--- src/design/hsl_pkg.sv ---
// Package for the HSL to RGB565 converter: payload word types, fixed constants
// and the small divide-by-fifteen helper used by the output stage.
// No dependencies.
package hsl_pkg;

  // Default number of fraction bits in saturation and lightness.
  localparam int FRAC_BITS_DEF = 10;

  // Hue geometry in whole degrees.
  localparam int HUE_LIMIT   = 360;
  localparam int SECTOR_DEG  = 60;
  localparam int DOUBLE_DEG  = 120;
  localparam int HALF_SECTOR = 30;

  // Channel ceilings and the scaled values at which they are reached.
  localparam int RB_MAX       = 31;
  localparam int G_MAX        = 63;
  localparam int RB_SAT_LIMIT = 480;   // 15 * 32
  localparam int G_SAT_LIMIT  = 960;   // 15 * 64

  // Reciprocal of fifteen as 17 / 256, corrected by one compare.
  localparam int RECIP_MUL   = 17;
  localparam int RECIP_SHIFT = 8;
  localparam int DIVISOR     = 15;

  // The six 60-degree hue sectors.
  typedef enum logic [2:0] {
    SEC_RED_YEL   = 3'd0,
    SEC_YEL_GRN   = 3'd1,
    SEC_GRN_CYN   = 3'd2,
    SEC_CYN_BLU   = 3'd3,
    SEC_BLU_MAG   = 3'd4,
    SEC_MAG_RED   = 3'd5
  } sector_t;

  // Input word.
  typedef struct packed {
    logic [8:0]  hue;
    logic [10:0] saturation;
    logic [10:0] lightness;
  } hsl_in_t;

  // Result word.
  typedef struct packed {
    logic [15:0] color;
    logic        hue_error;
  } hsl_out_t;

  // Floor of u / 15 for u up to 1023.
  function automatic logic [6:0] div15(input logic [9:0] u);
    logic [14:0] prod;
    logic [6:0]  q0;
    logic [10:0] rem;
    prod = 15'(u) * 15'(RECIP_MUL);
    q0   = 7'(prod >> RECIP_SHIFT);
    rem  = 11'(u) - 11'(q0) * 11'(DIVISOR);
    if (rem >= 11'(DIVISOR)) begin
      div15 = q0 + 7'd1;
    end else begin
      div15 = q0;
    end
  endfunction

endpackage

--- src/design/hsl_to_rgb565.sv ---
// Top level of the HSL to RGB565 converter: a five-stage pipeline.
// Depends on hsl_pkg for the word types, constants and div15.
//
//   channel  ports                      direction  handshake
//   input    start, busy, in_word       in         taken when start and not busy
//   result   out_strobe, out_word       out        shown for one cycle, always taken
//
// One word enters every cycle; its result passes the registers of every stage in order before it leaves.
// The stages are clamp and sector, chroma multiply, channel multiply,
// offset add and scale, divide by fifteen with saturation and packing.
// busy stays low: the receiver cannot stall, so nothing ever holds the pipe.
// Reset (synchronous, active low) clears the valid bits of all stages.
module hsl_to_rgb565
  import hsl_pkg::*;
#(
  parameter int FRAC_BITS = FRAC_BITS_DEF
) (
  input  logic     clk,
  input  logic     rst_n,
  input  logic     start,
  output logic     busy,
  input  hsl_in_t  in_word,
  output logic     out_strobe,
  output hsl_out_t out_word
);

  localparam int FW   = FRAC_BITS + 1;            // clamped fraction
  localparam int CMPW = (FRAC_BITS + 2 > 11) ? FRAC_BITS + 2 : 11;
  localparam int CXW  = 2 * FRAC_BITS + 1;        // chroma, at most 2^(2F)
  localparam int L6W  = FRAC_BITS + 7;            // lightness times 60
  localparam int PW   = 2 * FRAC_BITS + 8;        // signed channel sums

  // Valid and error bits travel with the data.
  logic v1_r, v2_r, v3_r, v4_r, v5_r;
  logic e1_r, e2_r, e3_r, e4_r;

  // ---------------- Stage 1: clamp, sector and coefficients ----------------
  logic [CMPW-1:0] s_ext, l_ext, one_c;
  logic [FW-1:0]   s_c, l_c;
  sector_t         sector;
  logic [6:0]      t_deg;
  logic [5:0]      dev_deg, w_deg;
  logic signed [6:0] c_coef, x_coef, z_coef;
  logic signed [6:0] cr_nxt, cg_nxt, cb_nxt;
  logic [FW-1:0]   s1_r, l1_r;
  logic signed [6:0] cr1_r, cg1_r, cb1_r;

  assign busy  = 1'b0;
  assign s_ext = CMPW'(in_word.saturation);
  assign l_ext = CMPW'(in_word.lightness);
  assign one_c = CMPW'(1) << FRAC_BITS;
  assign s_c   = (s_ext > one_c) ? one_c[FW-1:0] : s_ext[FW-1:0];
  assign l_c   = (l_ext > one_c) ? one_c[FW-1:0] : l_ext[FW-1:0];

  // Sector from the hue and the position inside its 120-degree pair.
  always_comb begin
    if (in_word.hue < 9'(SECTOR_DEG)) begin
      sector = SEC_RED_YEL;
    end else if (in_word.hue < 9'(2 * SECTOR_DEG)) begin
      sector = SEC_YEL_GRN;
    end else if (in_word.hue < 9'(3 * SECTOR_DEG)) begin
      sector = SEC_GRN_CYN;
    end else if (in_word.hue < 9'(4 * SECTOR_DEG)) begin
      sector = SEC_CYN_BLU;
    end else if (in_word.hue < 9'(5 * SECTOR_DEG)) begin
      sector = SEC_BLU_MAG;
    end else begin
      sector = SEC_MAG_RED;
    end
    case (sector)
      SEC_RED_YEL, SEC_YEL_GRN: t_deg = 7'(in_word.hue);
      SEC_GRN_CYN, SEC_CYN_BLU: t_deg = 7'(in_word.hue - 9'(DOUBLE_DEG));
      default:                  t_deg = 7'(in_word.hue - 9'(2 * DOUBLE_DEG));
    endcase
    if (t_deg >= 7'(SECTOR_DEG)) begin
      dev_deg = 6'(t_deg - 7'(SECTOR_DEG));
    end else begin
      dev_deg = 6'(7'(SECTOR_DEG) - t_deg);
    end
    w_deg = 6'(SECTOR_DEG) - dev_deg;
  end

  // Each channel weight, minus the half-chroma offset, as a signed number.
  assign c_coef = 7'sd30;
  assign x_coef = $signed({1'b0, w_deg}) - 7'(HALF_SECTOR);
  assign z_coef = -7'sd30;

  always_comb begin
    case (sector)
      SEC_RED_YEL: begin cr_nxt = c_coef; cg_nxt = x_coef; cb_nxt = z_coef; end
      SEC_YEL_GRN: begin cr_nxt = x_coef; cg_nxt = c_coef; cb_nxt = z_coef; end
      SEC_GRN_CYN: begin cr_nxt = z_coef; cg_nxt = c_coef; cb_nxt = x_coef; end
      SEC_CYN_BLU: begin cr_nxt = z_coef; cg_nxt = x_coef; cb_nxt = c_coef; end
      SEC_BLU_MAG: begin cr_nxt = x_coef; cg_nxt = z_coef; cb_nxt = c_coef; end
      default:     begin cr_nxt = c_coef; cg_nxt = z_coef; cb_nxt = x_coef; end
    endcase
  end

  always_ff @(posedge clk) begin
    if (!rst_n) begin
      v1_r <= 1'b0;
    end else begin
      v1_r <= start && !busy;
    end
    e1_r  <= in_word.hue >= 9'(HUE_LIMIT);
    s1_r  <= s_c;
    l1_r  <= l_c;
    cr1_r <= cr_nxt;
    cg1_r <= cg_nxt;
    cb1_r <= cb_nxt;
  end

  // ---------------- Stage 2: chroma and lightness term ----------------
  logic [FW:0]     two_l, one_w, dev;
  logic [FW-1:0]   amp;
  logic [CXW-1:0]  cx_nxt, cx2_r;
  logic [L6W-1:0]  l60_nxt, l60_2_r, l60_3_r;
  logic signed [6:0] cr2_r, cg2_r, cb2_r;

  assign two_l   = {l1_r, 1'b0};
  assign one_w   = (FW + 1)'(1) << FRAC_BITS;
  assign dev     = (two_l >= one_w) ? (two_l - one_w) : (one_w - two_l);
  assign amp     = FW'(one_w - dev);
  assign cx_nxt  = CXW'(amp) * CXW'(s1_r);
  assign l60_nxt = L6W'(l1_r) * L6W'(SECTOR_DEG);

  always_ff @(posedge clk) begin
    if (!rst_n) begin
      v2_r <= 1'b0;
    end else begin
      v2_r <= v1_r;
    end
    e2_r    <= e1_r;
    cx2_r   <= cx_nxt;
    l60_2_r <= l60_nxt;
    cr2_r   <= cr1_r;
    cg2_r   <= cg1_r;
    cb2_r   <= cb1_r;
  end

  // ---------------- Stage 3: chroma times channel weight ----------------
  logic signed [CXW:0]  cx_s;
  logic signed [PW-1:0] pr3_r, pg3_r, pb3_r;

  assign cx_s = $signed({1'b0, cx2_r});

  always_ff @(posedge clk) begin
    if (!rst_n) begin
      v3_r <= 1'b0;
    end else begin
      v3_r <= v2_r;
    end
    e3_r    <= e2_r;
    l60_3_r <= l60_2_r;
    pr3_r   <= PW'(cx_s) * PW'(cr2_r);
    pg3_r   <= PW'(cx_s) * PW'(cg2_r);
    pb3_r   <= PW'(cx_s) * PW'(cb2_r);
  end

  // ---------------- Stage 4: add lightness, drop fraction bits ----------------
  // A channel in 0..1 sits at 60 * 2^(2F); red and blue are scaled by 8/15,
  // green by 16/15, so the shift keeps eight or sixteen times the value.
  logic signed [PW-1:0] lterm, vr, vg, vb;
  logic [8:0] ur4_r, ub4_r;
  logic [9:0] ug4_r;

  assign lterm = $signed({1'b0, l60_3_r, {FRAC_BITS{1'b0}}});
  assign vr    = pr3_r + lterm;
  assign vg    = pg3_r + lterm;
  assign vb    = pb3_r + lterm;

  always_ff @(posedge clk) begin
    if (!rst_n) begin
      v4_r <= 1'b0;
    end else begin
      v4_r <= v3_r;
    end
    e4_r  <= e3_r;
    ur4_r <= vr[2*FRAC_BITS+5 : 2*FRAC_BITS-3];
    ub4_r <= vb[2*FRAC_BITS+5 : 2*FRAC_BITS-3];
    ug4_r <= vg[2*FRAC_BITS+5 : 2*FRAC_BITS-4];
  end

  // ---------------- Stage 5: divide by fifteen, saturate, pack ----------------
  logic [4:0] red, blue;
  logic [5:0] green;
  hsl_out_t   out_nxt, out_r;

  always_comb begin
    red   = (ur4_r >= 9'(RB_SAT_LIMIT)) ? 5'(RB_MAX) : 5'(div15(10'(ur4_r)));
    blue  = (ub4_r >= 9'(RB_SAT_LIMIT)) ? 5'(RB_MAX) : 5'(div15(10'(ub4_r)));
    green = (ug4_r >= 10'(G_SAT_LIMIT)) ? 6'(G_MAX) : 6'(div15(ug4_r));
    out_nxt.hue_error = e4_r;
    if (e4_r) begin
      out_nxt.color = '0;
    end else begin
      out_nxt.color = {red, green, blue};
    end
  end

  always_ff @(posedge clk) begin
    if (!rst_n) begin
      v5_r <= 1'b0;
    end else begin
      v5_r <= v4_r;
    end
    out_r <= out_nxt;
  end

  assign out_strobe = v5_r;
  assign out_word   = out_r;

  // ---------------- Checks ----------------
  // A bad hue always comes out as a black pixel.
  a_err_black: assert property (@(posedge clk) disable iff (!rst_n)
    out_strobe && out_word.hue_error |-> out_word.color == 16'd0)
    else $error("hue error with nonzero color");

  // The last valid bit follows the one before it in the next cycle.
  a_valid_step: assert property (@(posedge clk) disable iff (!rst_n)
    out_strobe |-> $past(v4_r))
    else $error("result strobe without a word in the stage before");

  // A word enters the pipe only where start was raised.
  a_entry: assert property (@(posedge clk) disable iff (!rst_n)
    v1_r |-> $past(start))
    else $error("first stage valid without start");

  // Reset empties the output stage.
  a_reset_empty: assert property (@(posedge clk)
    !rst_n |=> !out_strobe)
    else $error("result strobe right after reset");

endmodule
--- config.mk ---
export PLATFORM = sky130hd
export DESIGN_NAME = hsl_to_rgb565
export DESIGN_NICKNAME = d
export VERILOG_FILES = /design/src/design/hsl_pkg.sv /design/src/design/hsl_to_rgb565.sv
export SDC_FILE = /design/constraint.sdc
export NUM_CORES = 2
export LEC_CHECK = 0
export CAP_MARGIN = 5
export CORE_AREA = 2 2 269 271
export DETAILED_ROUTE_END_ITERATION = 8
export DIE_AREA = 0 0 271 273
export DONT_BUFFER_PORTS = 1
export GPL_TIMING_DRIVEN = 0
export SLEW_MARGIN = 20
export SYNTH_ARGS = -nofsm -noshare
export SYNTH_HDL_FRONTEND = slang
export SYNTH_SLANG_ARGS = --single-unit
--- constraint.sdc ---
create_clock -name clk -period 16 [get_ports clk]
set_input_delay 4.8 -clock clk [delete_from_list [all_inputs] [get_ports clk]]
set_output_delay 4.8 -clock clk [all_outputs]
set_load 0.05 [all_outputs]
# --- Word level (Yosys, flattened, before mapping) ---
# Index checks and enable logic that the tools add are counted.
word_totals:
  ff_bits: 245
  latch_bits: 0
  ram_bits: 0
  rom_bits: 0
  in_bits: 34
  out_inout_bits: 19
  elab_cells: 101
  n_memories: 0
op_classes:
  addsub: 18
  multipliers: 11
  div_mod_pow: 0
  magnitude_cmp: 16
  eq_ne: 4
  shift: 0
  mux: 17
  bitwise_logic: 0
  reduce_logical: 7
op_table:
  columns: ["cell", "n"]
  rows:
  - ["adder 26 bit", 3]
  - ["multiplier 22 x 7 -> 26 bit", 3]
  - ["case mux 7 bit (2 select lines)", 4]
  - ["greater-or-equal comparator 11 x 4 -> 1 bit (second input constant)", 3]
  - ["multiplier 9 x 5 -> 14 bit (second input constant)", 2]
  - ["greater-or-equal comparator 9 bit (second input constant)", 3]
  - ["greater-than comparator 11 bit (second input constant)", 2]
  - ["subtractor 11 bit (first input constant)", 2]
  - ["subtractor 9 x 10 -> 11 bit", 2]
  - ["multiplier 11 x 11 -> 21 bit", 1]
  - ["multiplier 6 x 4 -> 10 bit (second input constant)", 2]
  - ["2-to-1 mux 5 bit", 4]
  - ["< comparator 9 x 8 -> 1 bit (second input constant)", 2]
  - ["2-to-1 mux 6 bit", 3]
  - ["multiplier 10 x 5 -> 15 bit (second input constant)", 1]
  - ["multiplier 11 x 4 -> 14 bit (second input constant)", 1]
  - ["subtractor 7 bit (second input constant)", 2]
  - ["greater-or-equal comparator 12 x 11 -> 1 bit (second input constant)", 1]
  - ["2-to-1 mux 3 bit", 4]
  - ["OR reduction 2 bit", 6]
  - ["subtractor 6 bit (first input constant)", 2]
  - ["multiplier 7 x 4 -> 11 bit (second input constant)", 1]
  - ["2-to-1 mux 11 bit", 1]
  - ["subtractor 10 x 11 -> 11 bit", 1]
  - ["15 further kinds", 17]

# --- Depth between registers and ports, before layout ---
logic_depth:
  ltp_word: 14
  depth_mapped: 30
  depth_no_buf: 28

# --- Least setup slack after synthesis ---
# Ideal clock, no wire load.
synth_timing:
  path_type: "input-to-reg"
  start: "input port in_word[25] (netlist name)"
  end: "register cr1_r[5]"
  setup_time_ns: 0.134
  arrival_time_ns: 7.600
  required_ns: 15.866
  setup_slack_ns: 8.266
  stages: 15
  n_path_buf: 0
  path_cell_list: "ha_1 > and3_1 > o21ai_2 > xnor2_1 > inv_1 > ha_1 > and3_1 > and3_1 > o21ai_4 > nand2_2 > mux2_4 > xnor2_2 > nand3_1 > xor2_1 > o21ai_1"
synth_between:
  elab_chain_len: 14
  word_cells_on_any_way: 28
  classes_between: "6 x add/sub; 6 x order compare; 4 x eq/ne; 8 x mux; 4 x reduce/logical"
synth_lines:
  columns: ["item", "line", "rtl"]
  rows:
  - ["from (decl)", "hsl_to_rgb565.sv:22", "input hsl_in_t in_word,"]
  - ["< comparator 9 bit", "hsl_to_rgb565.sv:65", "end else if (in_word.hue < 9'(5 * SECTOR_DEG)) begin"]
  - ["2-to-1 mux 1 bit", "hsl_to_rgb565.sv:65", null]
  - ["2-to-1 mux 3 bit", "hsl_to_rgb565.sv:63", "end else if (in_word.hue < 9'(4 * SECTOR_DEG)) begin"]
  - ["2-to-1 mux 3 bit", "hsl_to_rgb565.sv:61", "end else if (in_word.hue < 9'(3 * SECTOR_DEG)) begin"]
  - ["2-to-1 mux 3 bit", "hsl_to_rgb565.sv:59", "end else if (in_word.hue < 9'(2 * SECTOR_DEG)) begin"]
  - ["2-to-1 mux 3 bit", "hsl_to_rgb565.sv:57", "if (in_word.hue < 9'(SECTOR_DEG)) begin"]
  - ["== test 3 x 2 -> 1 bit (tied with other cells)", "hsl_to_rgb565.sv:70, hsl_to_rgb565.sv:89", null]
  - ["OR reduction 2 bit (no source line)", null, null]
  - ["case mux 7 bit (2 select lines)", "hsl_to_rgb565.sv:70", "case (sector)"]
  - ["subtractor 6 bit (tied with other cells)", "hsl_to_rgb565.sv:78", "dev_deg = 6'(7'(SECTOR_DEG) - t_deg);"]
  - ["2-to-1 mux 6 bit", "hsl_to_rgb565.sv:75", "if (t_deg >= 7'(SECTOR_DEG)) begin"]
  - ["subtractor 6 bit", "hsl_to_rgb565.sv:80", "w_deg = 6'(SECTOR_DEG) - dev_deg;"]
  - ["subtractor 6 x 5 -> 7 bit", "hsl_to_rgb565.sv:85", "assign x_coef = $signed({1'b0, w_deg}) - 7'(HALF_SECTOR);"]
  - ["case mux 7 bit (2 select lines) *", "hsl_to_rgb565.sv:89", "case (sector)"]
  - ["to (signal assigned)", "hsl_to_rgb565.sv:108", "cr1_r <= cr_nxt;"]
  - ["to (decl)", "hsl_to_rgb565.sv:46", "logic signed [6:0] cr1_r, cg1_r, cb1_r;"]
# Mark *: on every way between the ends. The rest lies on a longest branch, timed or not.
# A chain may end at the register's enable or synchronous reset.

# --- Worst setup path after layout ---
layout_timing:
  start: "register l1_r[0]"
  end: "register cx2_r[20]"
layout_between:
  elab_chain_len: 4
  word_cells_on_any_way: 6
  classes_between: "3 x add/sub; 1 x mul; 1 x order compare; 1 x mux"
layout_lines:
  columns: ["item", "line", "rtl"]
  rows:
  - ["from (decl)", "hsl_to_rgb565.sv:45", "logic [FW-1:0] s1_r, l1_r;"]
  - ["from (signal assigned)", "hsl_to_rgb565.sv:107", "l1_r <= l_c;"]
  - ["subtractor 11 bit or greater-or-equal comparator 12 x 11 -> 1 bit (tied branches)", "hsl_to_rgb565.sv:122", "assign dev = (two_l >= one_w) ? (two_l - one_w) : (one_w - two_l);"]
  - ["2-to-1 mux 11 bit *", "hsl_to_rgb565.sv:122", null]
  - ["subtractor 11 bit *", "hsl_to_rgb565.sv:123", "assign amp = FW'(one_w - dev);"]
  - ["multiplier 11 x 11 -> 21 bit *", "hsl_to_rgb565.sv:124", "assign cx_nxt = CXW'(amp) * CXW'(s1_r);"]
  - ["net cx_nxt[20]", "hsl_to_rgb565.sv:116", "logic [CXW-1:0] cx_nxt, cx2_r;"]
  - ["to (signal assigned)", "hsl_to_rgb565.sv:134", "cx2_r <= cx_nxt;"]
  - ["to (decl)", "hsl_to_rgb565.sv:116", null]
# The timed path passes the listed nets; every way through them passes the cells marked *.

==> reports/metrics.yaml <==
io_buffers: 0
cts_max_path_buffers: 3
path_class: "register to register"
place_congestion: 0.8578
r2r_setup_slack_ns: 7.51
htreeDepth: 1
finalCriticalPeriod_ns: 8.492
dp_hpwl_um: 51130
final.setup_skew_ns: 0.01873
clk_latency_ns: 0.58
postCtsSetupBuffers: 0
antenna_cells: 0
syn_area_sq_mm: 0.02748
worst-endpoint-arrival_ns: 8.95
cts_made_buffers: 28
path_common_cell: "fa_1"
fin_nets: 3778
critical_path_required_ns: 16.45
status: "finished clean"
synth_area_leaders: "fa_1 (29%), ha_1 (17%), dfxtp_1 (15%)"
drc: 0
wl_per_cell_um: 15.80
yosys-top-cells-count: "inv_1 (467), fa_1 (396), ha_1 (368)"
io_pins: 53
cp_num_buf_inv: 6
clkSlewWorstSetupHoldPaths_ns: 0.06
drv_cap: 0
yosysWarningCount: 0
hold_viol_final: 0
max_slew_margin: 0.4168
yosysUniqueCellTypes: 86
chipWidth_um: 271
cts_tree: "done"
worstMarginPinSlew_ns: 0.8686
drv_slew: 0
ant_nets: 0
totalWireLength_um: 62410
drt_iter0_markers: 775
synth_top_flop_cell: "dfxtp_1"
cp-start-kind: "register"
cp-end-kind: "register"
rr_worst_depth: 28
grt_max_degree: 15
fin_area_sq_mm: 0.02964
final_layout_size_suffix_gt1_frac: 0.03400
synthesis.nets: 3748
area_growth_pct: 7.883
via_per_inst: 4.828
cpMaxStageDelayCell: "dfxtp_1"
synth-seq-cells: 208
first_pass_iters: 5
grt_usage: 0.1728
synth_top_cell_by_area: "fa_1"
rr_endpoint: "cx2_r[20]"
ys_seq_area_frac: 0.1516
hp-start: "l60_2_r[2]"
syn_inst: 2950
synth.top_cell.area_share: 0.2885
period_share: 0.5308
fmax_ghz: 0.1178
ys_async_sr_fraction: 0
die_h_um: 273
clockRootBuffer: "clkbuf_16"
ctsHoldBuffers: 0
crit_path_max_fanout: 10
overflow: 0
r2r-start: "l1_r[0]"
die_area_sq_mm: 0.07398
start_util: 0.3870
hold_path_end: "l60_3_r[2]"
post-synth-top-count-cell: "inv_1"
rsz0062_at_grt: "false"
first_global_vias: 19930
synth.avg_cell_area_sq_um: 9.314
route.vias.total: 19070
min_path_type: "register to register"
floorplan.rows: 98
holdPathStages: 0
synth_edf_count: 0
core_area_sq_mm: 0.07100
grt_pass1_wl_um: 103300
cts_resized: 0
crit_family: "adder cells"
postPlaceCellArea_sq_mm: 0.02866
antenna_found_initial: 1
cpPeakStageDelay_ns: 0.71
clkSinkCount: 208
timing.setup.tns_ns: 0
setup_viol: 0
[layout by cell type (no fill, tap or decap), drive strengths merged, types with 4 or more instances in the layout]
cell / Yosys / routed
a211oi: 5 / 5
a21boi: 9 / 9
a21o: 23 / 23
a21oi: 111 / 111
a31o: 7 / 7
a31oi: 5 / 5
a41o: 7 / 7
a41oi: 4 / 4
and2: 276 / 276
and3: 19 / 19
and4: 4 / 4
buf: 15 / 15
clkbuf: 89 / 123
clkinv: 0 / 7
dfxtp: 208 / 208
fa: 396 / 396
ha: 368 / 368
inv: 467 / 473
mux2i: 6 / 6
nand2: 240 / 240
nand2b: 66 / 66
nand3: 28 / 28
nand4: 17 / 17
nor2: 107 / 107
nor2b: 62 / 62
nor3: 42 / 42
o2111ai: 6 / 6
o211ai: 8 / 8
o21a: 20 / 20
o21ai: 64 / 64
o21bai: 18 / 18
or2: 11 / 11
or3: 6 / 6
xnor2: 150 / 150
xor2: 37 / 37
[worst max path at each step]
stage                startpoint        end  slack, ns  cells after the start
floorplan           in_word[25]   cr1_r[5]       8.27                     15
global placement        l1_r[0]  cx2_r[20]       7.49                     28
detailed placement      l1_r[0]  cx2_r[20]       7.42                     28
CTS                     l1_r[0]  cx2_r[20]       7.40                     28
global route            l1_r[0]  cx2_r[20]       6.97                     28
finish                  l1_r[0]  cx2_r[20]       7.51                     28
[through the flow]
stage | hold WS (ns) | instances | setup WS (ns) | utilization
6_report | 0.3254 | 3950 | 7.508 | 0.4175
5_1_grt | 0.3247 | 3950 | 6.968 | 0.4175
4_1_cts | 0.3243 | 3950 | 7.399 | 0.4175
3_5_place_dp | 0.3121 | 3900 | 7.421 | 0.4037
3_3_place_gp | 0.3115 | 3900 | 7.489 | 0.4037
2_1_floorplan | 0.3096 | 2950 | 8.266 | -
[cells by family (layout without fill, tap and decap cells)]
family	after synthesis	count (layout)	synth area share
xor+xnor	187	187	0.06043
flops	208	208	0.1516
other cells	1	1	0.0001365
buf+inv	571	621	0.07928
mux	9	9	0.003552
fa+ha+maj	764	764	0.4561
simple gates	893	893	0.1709
compound gates	317	317	0.07801
[cell type report]
class                   count  area [sq um]
inverters                 467          1753
flip-flops and latches    208          4164
well taps                 950          1189
multi-input cells        2171         21130
clock buffers              34         774.5
clock inverters            16         202.7
fillers                  7021         41350
plain buffers             104         425.4
[registers in the layout, indices dropped and copies added, names as in the netlist, 7 cells and up]
register	cells
cx2_r	20
out_word	17
l60_2_r	14
l60_3_r	14
pb3_r	14
pg3_r	14
pr3_r	14
l1_r	11
s1_r	11
ug4_r	10
ub4_r	9
ur4_r	9
cb1_r	7
cb2_r	7
cg1_r	7
cg2_r	7
cr1_r	7
cr2_r	7
[worst reg2reg max path, delay by kind of cell, from the launching register on]
kind            cells  cell delay, ns
mux                 1            0.25
buf+inv             6            1.25
compound gates      7            1.62
simple gates        4            0.70
fa+ha+maj           8            3.39
flops               1            0.71
xor+xnor            2            0.46
[per-layer routing]
layer  vias to the layer above  GRT usage  wire length [um]
li1                       9359          -                 -
met1                      9353     0.2346             29450
met2                       286     0.2989             29730
met3                        71    0.01696              2033
met4                         0    0.03577              1195
met5                         -          0                 0
Power is left out: the tool's default activity adds up to more than one toggle a clock period on the data nets, which glitch-free logic cannot reach.
